File: config.mk
export PLATFORM = sky130hd
export DESIGN_NAME = wheel_pulse_rate_remapper
export DESIGN_NICKNAME = d
export VERILOG_FILES = /design/src/sv/wprr_pkg.sv /design/src/sv/wprr_remap.sv /design/src/sv/wheel_pulse_rate_remapper.sv
export VERILOG_INCLUDE_DIRS = /design/src /design/src/sv
export SDC_FILE = /design/constraint.sdc
export NUM_CORES = 2
export LEC_CHECK = 0
export ABC_AREA = 1
export ABC_CLOCK_PERIOD_IN_PS = 15100
export BUFFER_PORTS_ARGS = -buffer_cell sky130_fd_sc_hd__buf_2
export CAP_MARGIN = 20
export CORE_UTILIZATION = 43
export DETAILED_ROUTE_END_ITERATION = 8
export RECOVER_POWER = 50
export SLEW_MARGIN = 20
export SYNTH_ARGS = -nofsm -noshare
export SYNTH_HDL_FRONTEND = slang
export SYNTH_HIERARCHICAL = 1
export SYNTH_SLANG_ARGS = --single-unit
File: constraint.sdc
create_clock -name clk_i -period 15.1 [get_ports clk_i]
set_input_delay 3.02 -clock clk_i [delete_from_list [all_inputs] [get_ports clk_i]]
set_output_delay 3.02 -clock clk_i [all_outputs]
set_load 0.01 [all_outputs]
File: src/sv/assert_macros.svh
// Assertion macros used by the top-level RTL of the wheel pulse rate remapper.
// Standalone header; no other file is needed.
`ifndef ASSERT_MACROS_SVH
`define ASSERT_MACROS_SVH

// Checks a property at every rising clock edge while out of reset.
`define ASSERT_AT(lbl, clk, rstn, prop, msg) \
  lbl: assert property (@(posedge clk) disable iff (!(rstn)) (prop)) else $error(msg);

// Checks that the consequent holds in the clock cycle after the antecedent.
`define ASSERT_NEXT(lbl, clk, rstn, ante, cons, msg) \
  lbl: assert property (@(posedge clk) disable iff (!(rstn)) (ante) |=> (cons)) \
    else $error(msg);

`endif

File: src/sv/wprr_pkg.sv
// Package of the wheel pulse rate remapper: widths, register codes, state types.
// Used by wprr_remap, wheel_pulse_rate_remapper and tb_top; depends on nothing.
package wprr_pkg;

  // Tick counter and interval widths.
  localparam int unsigned TIME_BITS = 32;
  localparam int unsigned MEAS_W    = 32;
  localparam int unsigned NEXT_W    = 32;

  // Configuration register widths.
  localparam int unsigned WHEEL_W    = 12;
  localparam int unsigned SLOW_W     = 16;
  localparam int unsigned DEBOUNCE_W = 10;
  localparam int unsigned IDLE_W     = 16;
  localparam int unsigned PULSE_W    = 8;
  localparam int unsigned HOLD_W     = 22;

  // Configuration port.
  localparam int unsigned CFG_IDX_W  = 3;
  localparam int unsigned CFG_DATA_W = 32;

  // Register reset values.
  localparam logic [WHEEL_W-1:0]    WHEEL_RST    = WHEEL_W'(2360);
  localparam logic [SLOW_W-1:0]     SLOW_RST     = SLOW_W'(383);
  localparam logic [DEBOUNCE_W-1:0] DEBOUNCE_RST = DEBOUNCE_W'(100);
  localparam logic [IDLE_W-1:0]     IDLE_RST     = IDLE_W'(4000);
  localparam logic [PULSE_W-1:0]    PULSE_RST    = PULSE_W'(2);
  localparam logic [HOLD_W-1:0]     HOLD_RST     = HOLD_W'(900000);
  localparam logic [NEXT_W-1:0]     NEXT_RST     = NEXT_W'(999999);

  // Remap arithmetic: q = 360*W*I / (36*W + 2000*I).
  // The quotient is below 0.18*W, so ten quotient bits always suffice.
  localparam int unsigned Q_BITS  = 10;
  localparam int unsigned MCAND_W = 21;                   // 360*W
  localparam int unsigned DEN_W   = 43;                   // 36*W + 2000*I
  localparam int unsigned REM_W   = MCAND_W + 1 + MEAS_W; // product register
  localparam int unsigned CNT_W   = $clog2(MEAS_W);
  localparam int unsigned WHEEL_SCALE = 360;
  localparam int unsigned DEN_W_SCALE = 36;
  localparam int unsigned DEN_I_SCALE = 2000;

  // Stream payload widths.
  localparam int unsigned IN_TDATA_W  = 8;
  localparam int unsigned OUT_FIELD_W = 1 + 2 + MEAS_W;
  localparam int unsigned OUT_TDATA_W = ((OUT_FIELD_W + 7) / 8) * 8;

  typedef enum logic [CFG_IDX_W-1:0] {
    CFG_WHEEL_MM    = 3'd0,
    CFG_SLOW_MS     = 3'd1,
    CFG_DEBOUNCE_MS = 3'd2,
    CFG_IDLE_MS     = 3'd3,
    CFG_PULSE_MS    = 3'd4,
    CFG_HOLD_OFF_MS = 3'd5
  } cfg_index_e;

  typedef enum logic [1:0] {
    LAMP_GREEN = 2'd0,
    LAMP_BLUE  = 2'd1,
    LAMP_RED   = 2'd2
  } lamp_e;

  typedef enum logic [1:0] {
    S_IDLE,
    S_DECIDE,
    S_WAIT,
    S_DUE
  } tick_state_e;

  typedef enum logic [1:0] {
    R_IDLE,
    R_MUL,
    R_DIV,
    R_DONE
  } remap_state_e;

endpackage

File: src/sv/wprr_remap.sv
// Serial remap unit: 360*W*I / (36*W + 2000*I), truncated.
// A shift-add multiplier (one multiplier bit per cycle) feeds a restoring divider
// (one quotient bit per cycle). Depends on wprr_pkg.
module wprr_remap import wprr_pkg::*; (
  input  logic               clk_i,
  input  logic               rst_ni,
  input  logic               start_i,
  input  logic [WHEEL_W-1:0] wheel_mm_i,
  input  logic [MEAS_W-1:0]  interval_i,
  output logic               done_o,
  output logic [Q_BITS-1:0]  quotient_o
);

  remap_state_e         state_q, state_d;
  logic [CNT_W-1:0]     cnt_q, cnt_d;
  logic [MCAND_W-1:0]   mcand_q, mcand_d;
  logic [MCAND_W:0]     acc_q, acc_d;
  logic [MEAS_W-1:0]    mplr_q, mplr_d;
  logic [DEN_W-1:0]     den_q, den_d;
  logic [REM_W-1:0]     rem_q, rem_d;
  logic [REM_W-1:0]     dsh_q, dsh_d;
  logic [Q_BITS-1:0]    quo_q, quo_d;
  logic [MCAND_W:0]     sum;
  logic                 ge;

  // State register.
  always_ff @(posedge clk_i or negedge rst_ni) begin
    if (!rst_ni) begin
      state_q <= R_IDLE;
      cnt_q   <= '0;
    end else begin
      state_q <= state_d;
      cnt_q   <= cnt_d;
    end
  end

  // Datapath registers.
  always_ff @(posedge clk_i) begin
    mcand_q <= mcand_d;
    acc_q   <= acc_d;
    mplr_q  <= mplr_d;
    den_q   <= den_d;
    rem_q   <= rem_d;
    dsh_q   <= dsh_d;
    quo_q   <= quo_d;
  end

  // Partial sum of the multiplier and trial subtraction of the divider.
  assign sum = acc_q + (mplr_q[0] ? {1'b0, mcand_q} : '0);
  assign ge  = (rem_q >= dsh_q);

  // Next state and datapath control.
  always_comb begin
    state_d = state_q;
    cnt_d   = cnt_q;
    mcand_d = mcand_q;
    acc_d   = acc_q;
    mplr_d  = mplr_q;
    den_d   = den_q;
    rem_d   = rem_q;
    dsh_d   = dsh_q;
    quo_d   = quo_q;
    unique case (state_q)
      R_IDLE: begin
        if (start_i) begin
          mcand_d = MCAND_W'(MCAND_W'(wheel_mm_i) * MCAND_W'(WHEEL_SCALE));
          den_d   = DEN_W'(wheel_mm_i) * DEN_W'(DEN_W_SCALE)
                  + DEN_W'(interval_i) * DEN_W'(DEN_I_SCALE);
          acc_d   = '0;
          mplr_d  = interval_i;
          cnt_d   = CNT_W'(MEAS_W - 1);
          state_d = R_MUL;
        end
      end
      R_MUL: begin
        // Shift the product right one bit; the multiplier drains from the low end.
        acc_d  = {1'b0, sum[MCAND_W:1]};
        mplr_d = {sum[0], mplr_q[MEAS_W-1:1]};
        cnt_d  = cnt_q - 1'b1;
        if (cnt_q == '0) begin
          rem_d   = {1'b0, sum[MCAND_W:1], sum[0], mplr_q[MEAS_W-1:1]};
          dsh_d   = REM_W'(den_q) << (Q_BITS - 1);
          quo_d   = '0;
          cnt_d   = CNT_W'(Q_BITS - 1);
          state_d = R_DIV;
        end
      end
      R_DIV: begin
        // One restoring step per cycle, most significant quotient bit first.
        rem_d = ge ? rem_q - dsh_q : rem_q;
        quo_d = {quo_q[Q_BITS-2:0], ge};
        dsh_d = dsh_q >> 1;
        cnt_d = cnt_q - 1'b1;
        if (cnt_q == '0) begin
          state_d = R_DONE;
        end
      end
      R_DONE: begin
        state_d = R_IDLE;
      end
      default: begin
        state_d = R_IDLE;
      end
    endcase
  end

  // A zero divisor only occurs with a zero numerator; the result is then zero.
  assign done_o     = (state_q == R_DONE);
  assign quotient_o = (den_q == '0) ? '0 : quo_q;

endmodule

File: src/sv/wheel_pulse_rate_remapper.sv
// Top level of the wheel pulse rate remapper: tick stream in, one result per tick out.
// Depends on wprr_pkg, wprr_remap and assert_macros.svh.
//
// Each input transaction on s_axis is one millisecond tick; bit 0 of tdata says
// whether a magnet edge was seen in that tick. Each tick produces exactly one
// output transaction on m_axis carrying the output line level, the lamp color
// and the last measured wheel interval. Registers are written through the cfg
// channel (always ready); the user must write them only between ticks, which
// the block itself does not enforce. A tick that needs no remap passes the
// decide and due states before its result is registered for output. A remapped
// tick also waits on the serial remap unit: a start step, the shift-add multiply,
// the restoring division, a finish step and the output step.
// Ticks are handled one at a time; a new tick is accepted as soon as the
// previous result sits in the output register, even if that result has not
// yet been taken.
// Reset clears all timing state to zero, sets the next interval to 999999,
// marks an edge pending, turns the lamp green and loads default registers.
// When the receiver stalls, the result waits in the output register and a
// following tick holds in its last step until the register frees.
`include "assert_macros.svh"

module wheel_pulse_rate_remapper import wprr_pkg::*; (
  input  logic                   clk_i,
  input  logic                   rst_ni,
  // Tick stream. tdata: [0] magnet_edge, [7:1] zero.
  input  logic                   s_axis_tvalid,
  output logic                   s_axis_tready,
  input  logic [IN_TDATA_W-1:0]  s_axis_tdata,
  // Result stream. tdata: [0] pulse_level, [2:1] lamp_state,
  // [34:3] wheel_interval_ms, [39:35] zero.
  output logic                   m_axis_tvalid,
  input  logic                   m_axis_tready,
  output logic [OUT_TDATA_W-1:0] m_axis_tdata,
  // Configuration writes.
  input  logic                   cfg_valid_i,
  output logic                   cfg_ready_o,
  input  logic [CFG_IDX_W-1:0]   cfg_index_i,
  input  logic [CFG_DATA_W-1:0]  cfg_data_i
);

  // Configuration registers.
  logic [WHEEL_W-1:0]    wheel_q;
  logic [SLOW_W-1:0]     slow_q;
  logic [DEBOUNCE_W-1:0] debounce_q;
  logic [IDLE_W-1:0]     idle_q;
  logic [PULSE_W-1:0]    pulse_q;
  logic [HOLD_W-1:0]     hold_q;

  // Tick state.
  tick_state_e           state_q, state_d;
  logic [TIME_BITS-1:0]  now_q, now_d;
  logic [TIME_BITS-1:0]  last_read_q, last_read_d;
  logic [TIME_BITS-1:0]  last_write_q, last_write_d;
  logic [MEAS_W-1:0]     meas_q, meas_d;
  logic [NEXT_W-1:0]     next_q, next_d;
  logic                  pending_q, pending_d;
  logic [PULSE_W-1:0]    pulse_left_q, pulse_left_d;
  lamp_e                 lamp_q, lamp_d;
  logic                  out_valid_q, out_valid_d;
  logic [OUT_TDATA_W-1:0] out_data_q, out_data_d;

  logic                  in_fire;
  logic                  out_free;
  logic [TIME_BITS-1:0]  since_read;
  logic [TIME_BITS-1:0]  since_write;
  logic [TIME_BITS-1:0]  due;
  logic [PULSE_W-1:0]    pulse_now;
  logic                  level;
  logic                  remap_start;
  logic                  remap_done;
  logic [Q_BITS-1:0]     remap_q;

  assign cfg_ready_o   = 1'b1;
  assign s_axis_tready = (state_q == S_IDLE);
  assign in_fire       = s_axis_tvalid && s_axis_tready;
  assign out_free      = !out_valid_q || m_axis_tready;
  assign m_axis_tvalid = out_valid_q;
  assign m_axis_tdata  = out_data_q;

  // Configuration register writes.
  always_ff @(posedge clk_i or negedge rst_ni) begin
    if (!rst_ni) begin
      wheel_q    <= WHEEL_RST;
      slow_q     <= SLOW_RST;
      debounce_q <= DEBOUNCE_RST;
      idle_q     <= IDLE_RST;
      pulse_q    <= PULSE_RST;
      hold_q     <= HOLD_RST;
    end else if (cfg_valid_i && cfg_ready_o) begin
      unique case (cfg_index_e'(cfg_index_i))
        CFG_WHEEL_MM:    wheel_q    <= cfg_data_i[WHEEL_W-1:0];
        CFG_SLOW_MS:     slow_q     <= cfg_data_i[SLOW_W-1:0];
        CFG_DEBOUNCE_MS: debounce_q <= cfg_data_i[DEBOUNCE_W-1:0];
        CFG_IDLE_MS:     idle_q     <= cfg_data_i[IDLE_W-1:0];
        CFG_PULSE_MS:    pulse_q    <= cfg_data_i[PULSE_W-1:0];
        CFG_HOLD_OFF_MS: hold_q     <= cfg_data_i[HOLD_W-1:0];
        default: ;
      endcase
    end
  end

  // State and timing registers.
  always_ff @(posedge clk_i or negedge rst_ni) begin
    if (!rst_ni) begin
      state_q      <= S_IDLE;
      now_q        <= '0;
      last_read_q  <= '0;
      last_write_q <= '0;
      meas_q       <= '0;
      next_q       <= NEXT_RST;
      pending_q    <= 1'b1;
      pulse_left_q <= '0;
      lamp_q       <= LAMP_GREEN;
      out_valid_q  <= 1'b0;
    end else begin
      state_q      <= state_d;
      now_q        <= now_d;
      last_read_q  <= last_read_d;
      last_write_q <= last_write_d;
      meas_q       <= meas_d;
      next_q       <= next_d;
      pending_q    <= pending_d;
      pulse_left_q <= pulse_left_d;
      lamp_q       <= lamp_d;
      out_valid_q  <= out_valid_d;
    end
  end

  // Output payload register.
  always_ff @(posedge clk_i) begin
    out_data_q <= out_data_d;
  end

  // Time differences and the pulse deadline, all modulo the tick counter width.
  assign since_read  = now_q - last_read_q;
  assign since_write = now_q - last_write_q;
  assign due         = last_write_q + TIME_BITS'(next_q);
  assign pulse_now   = (due <= now_q) ? pulse_q : pulse_left_q;
  assign level       = (pulse_now != '0);

  // Tick sequencer: edge check, interval choice, remap wait, pulse and result.
  always_comb begin
    state_d      = state_q;
    now_d        = now_q;
    last_read_d  = last_read_q;
    last_write_d = last_write_q;
    meas_d       = meas_q;
    next_d       = next_q;
    pending_d    = pending_q;
    pulse_left_d = pulse_left_q;
    lamp_d       = lamp_q;
    out_valid_d  = out_valid_q && !m_axis_tready;
    out_data_d   = out_data_q;
    remap_start  = 1'b0;
    unique case (state_q)
      S_IDLE: begin
        if (in_fire) begin
          // Accept the edge only when it lies beyond the debounce window.
          if (s_axis_tdata[0] && (since_read > TIME_BITS'(debounce_q))) begin
            meas_d      = MEAS_W'(since_read);
            last_read_d = now_q;
            pending_d   = 1'b1;
          end
          state_d = S_DECIDE;
        end
      end
      S_DECIDE: begin
        if (pending_q) begin
          pending_d = 1'b0;
          if ((meas_q > MEAS_W'(slow_q)) && (since_write >= TIME_BITS'(slow_q))) begin
            // Slow wheel: pass the edge straight through.
            next_d  = '0;
            lamp_d  = LAMP_BLUE;
            state_d = S_DUE;
          end else begin
            remap_start = 1'b1;
            state_d     = S_WAIT;
          end
        end else begin
          if (since_write > TIME_BITS'(idle_q)) begin
            lamp_d = LAMP_GREEN;
          end
          state_d = S_DUE;
        end
      end
      S_WAIT: begin
        if (remap_done) begin
          next_d  = NEXT_W'(remap_q);
          lamp_d  = LAMP_RED;
          state_d = S_DUE;
        end
      end
      S_DUE: begin
        if (out_free) begin
          // Start a pulse when its deadline has passed, then emit this tick.
          if (due <= now_q) begin
            last_write_d = now_q;
            next_d       = NEXT_W'(hold_q);
          end
          pulse_left_d = level ? pulse_now - 1'b1 : '0;
          out_data_d   = OUT_TDATA_W'({meas_q, lamp_q, level});
          out_valid_d  = 1'b1;
          now_d        = now_q + 1'b1;
          state_d      = S_IDLE;
        end
      end
      default: begin
        state_d = S_IDLE;
      end
    endcase
  end

  // Serial remap of the measured interval.
  wprr_remap u_remap (
    .clk_i      (clk_i),
    .rst_ni     (rst_ni),
    .start_i    (remap_start),
    .wheel_mm_i (wheel_q),
    .interval_i (meas_q),
    .done_o     (remap_done),
    .quotient_o (remap_q)
  );

  // The remap unit only finishes while the sequencer waits for it.
  `ASSERT_AT(a_done_in_wait, clk_i, rst_ni, !remap_done || (state_q == S_WAIT), "remap done outside wait")
  // A finished remap always shows the red lamp.
  `ASSERT_NEXT(a_remap_red, clk_i, rst_ni, remap_done && (state_q == S_WAIT), lamp_q == LAMP_RED, "remap without red lamp")
  // A pending edge is consumed by the interval choice.
  `ASSERT_NEXT(a_pending_used, clk_i, rst_ni, state_q == S_DECIDE, !pending_q, "pending edge kept")
  // A result held by a stalled receiver keeps the next tick in its last step.
  `ASSERT_NEXT(a_hold_due, clk_i, rst_ni, (state_q == S_DUE) && out_valid_q && !m_axis_tready, state_q == S_DUE, "result overwritten")

endmodule

==> metrics.md <==
| Metric | Value |
|---|---|
| Fin crit share | 56.7% |
| DRT iter0 DRCs | 2,467 |
| Die height | 318 um |
| Most used cell, CP | clkbuf_1 |
| Clk_skew | 45.1 ps |
| Crit path kind | in2async |
| Die Width | 318 um |
| WL/cell | 17.9 um |
| Area contributors post-synth | edfxtp_1, nand2_1, dfrtp_1, ha_1, inv_1 |
| Worst hold path startpoint | lamp_q[0]$_DFFE_PN0P_ |
| Arr. time, crit path | 9240 ps |
| Layout area overhead | 8.72% |
| Outcome | finished, violations left |
| Crit path max fanout | 73 |
| Post-CTS setup buffer count | 0 |
| Core area | 98,600 um^2 |
| Gate Count Post-Synth | 5,623 |
| Worst Reg-to-Reg Cells | 6 |
| 1st-pass router iterations | 6 |
| Reg2reg end | u_remap/dsh_q[32]$_DFFE_PP_ |
| Worst setup SP type | input pin |
| # setup viols final | 0 |
| MaxCap Viol Count | 8 |
| Port buffer count | 67 |
| Commonest non-fill, non-tap cell in the layout | nand2_1 |
| Slowest CP cell | clkbuf_1 |
| Critical R2R Launch | u_remap/state_q[1]$_DFFE_PN0P_ |
| Count of cell types in the netlist | 55 |
| EDFF count, synth | 261 |
| Worst min path class | reg2reg |
| Vias in the first global route | 35,300 |
| R2R setup slack | 8180 ps |
| Post_cts resized | 0 |
| # DRC | 0 |
| Vias per cell | 5.12 |
| Reg area | 14,300 um^2 |
| Post-DP HPWL | 102 mm |
| Final Hold Violating Endpoints | 0 |
| Element type at the critical path end | asynchronous set/reset pin |
| Area leader, netlist | edfxtp_1 |
| Synth warn | 6 |
| Synth top area share | 18.3% |
| Slew HR | -173% |
| Antenna violations before repair | 4 |
| Commonest non-fill, non-tap cells in the layout | nand2_1, inv_1, o21ai_0, ha_1, nor2_1 |
| First-pass GRT wire length | 198 mm |
| Failing checks | max-capacitance violations, max-slew violations |
| Clock root buffer | clkbuf_16 |
| CTS tree | yes |
| Final Max Slew Viols | 570 |
| Layout cells sized above 1 | 5.76% |
| Syn Area/Cell | 7.62 um^2 |
| Fin Setup TNS | 0 ps |
| Overall Global Routing Usage | 25.0% |
| Worst path top cell family by delay | buffers and inverters |
| I/O Pins | 91 |
| Worst Tran Pin Value | 4090 ps |
| Htree depth | 2 |
| Final setup margin | 6540 ps |
| Main synth FF type | edfxtp_1 |
| Hold buffers post-CTS | 0 |
| Cts bufs inserted | 61 |
| RSZ-0062 raised after global routing | no |
| WL final | 126 mm |
| Max Fclk | 117 MHz |
| Clock latency at the later pin of the worst-skew pair | 680 ps |
| Slowest stage delay, CP | 2810 ps |
| Final core occ | 47.3% |
| Largest net degree at the start of global routing | 105 |
| WHS Endpoint | m_axis_tdata[1]$_DFFE_PP_ |
| Filler cells | 9,969 |
| CTS Buffer Depth | 3 |
| Clk slew on worst S/H paths | 70 ps |
| Area of the multi-input gates | 24,300 um^2 |
| RePlAce Congestion | 1.00 |
| Post-synthesis cell area | 42,800 um^2 |
| Remaining antenna violation count | 0 |
| CP required | 15,780 ps |
| Synth Register Bits | 516 |
| Crit path cell chain | clkbuf_1 > clkbuf_1 > buf_4 |
| Clock sink count | 516 |
| FP Rows | 115 |
| Die area | 101,000 um^2 |
| Sequential share of the synthesized area | 33.3% |
| Post-layout min period | 8560 ps |
| WHS Path Cells | 0 |
| Asr flop ratio synth | 49.4% |
| Final nets | 6,280 |
| Dpl cell area | 44,500 um^2 |
| Setup slack after placement | 8420 ps |
| Worst Path Buf+Inv | 3 |
| Gr ovfl total | 0 |
| Fin area | 46,600 um^2 |
| Vias | 36,000 |
| Initial Util | 43.5% |
==> cells in the mapped netlist (7+ instances only) <==
library cell and count:
o21ai_0 414, nor2_4 7, xnor2_1 57, o211ai_1 9, o21bai_1 23, inv_1 1019, fa_1 143, nor3_1 67
ha_1 405, edfxtp_1 261, nor2_2 21, nand2_1 1497, o21a_1 13, buf_6 7, nor4_1 15, nand3_1 233
nand4_1 58, nand2_2 25, or2_2 18, dfrtp_1 208, xor2_1 144, buf_4 8, a31oi_1 19, a21o_1 17
clkbuf_1 60, o21ai_1 33, nor3_2 7, a22o_1 10, nor2_1 392, nand3b_1 18, a21boi_0 8, a21oi_1 274
inv_2 10, and2_1 10, nand3_2 11, dfstp_2 47, buf_2 9
==> kinds of logic after synthesis <==
family                   share of synthesized area (%)
flip-flops                                        33.3
multiplexers                                     0.158
AO/OA/AOI/OAI                                     10.6
buffers and inverters                             10.0
adder cells (fa/ha/maj)                           18.5
other                                           0.0175
XOR/XNOR                                          4.11
AND/OR/NAND/NOR                                   23.3
==> worst max-delay path by stage <==
| stage | endpoint | start | depth (start not counted) | slack [ps] |
|---|---|---|---|---|
| after floorplan | u_remap/rem_q[0]$_DFFE_PP_ | u_remap/cnt_q[0]$_DFFE_PN0P_ | 10 | 9500 |
| after global placement | pulse_left_q[6]$_DFFE_PN0P_ | next_q[0]$_DFFE_PN1P_ | 30 | 8470 |
| after detailed placement | pulse_left_q[4]$_DFFE_PN0P_ | next_q[0]$_DFFE_PN1P_ | 29 | 8420 |
| after CTS | pulse_left_q[0]$_DFFE_PN0P_ | next_q[0]$_DFFE_PN1P_ | 29 | 8410 |
| after global routing | u_remap/cnt_q[0]$_DFFE_PN0P_ | rst_ni | 3 | 5220 |
| final | u_remap/cnt_q[4]$_DFFE_PN0P_ | rst_ni | 3 | 6540 |
==> per-layer routing <==
layer	part of all wire, %	GRT usage [%]	vias to the layer above
met5	0	0	-
met2	48	43.4	731
met1	44	32.2	16900
met3	3.6	2.32	212
li1	-	-	18200
met4	4.1	9.75	0
==> state kept, by name, summed over array words and instances (netlist names), 18 cells and up <==
register / flops
hold_q: 22
last_read_q: 32
last_write_q: 32
m_axis_tdata: 35
meas_q: 32
next_q: 22
now_q: 32
u_remap/acc_q: 21
u_remap/den_q: 39
u_remap/dsh_q: 52
u_remap/mcand_q: 18
u_remap/mplr_q: 32
u_remap/rem_q: 54
==> stage by stage <==
stage | hold slack, ps | instances
floorplan | 425 | 5627
global placement | 439 | 6908
detailed placement | 443 | 6908
CTS | 459 | 7021
global route | 474 | 7021
finish | 460 | 7023
==> area by class of cell <==
type / instances / area share, %
antenna: 2 / 0.0107
clock buffer: 73 / 3.58
clock inverter: 40 / 0.945
inverter: 1030 / 8.30
multi-input combinational: 3993 / 52.2
sequential: 516 / 30.6
tap: 1287 / 3.46
timing repair buffer: 82 / 0.881
Power is not shown: default switching activity piles up to over one toggle a cycle in this logic, so the estimate is an artifact.
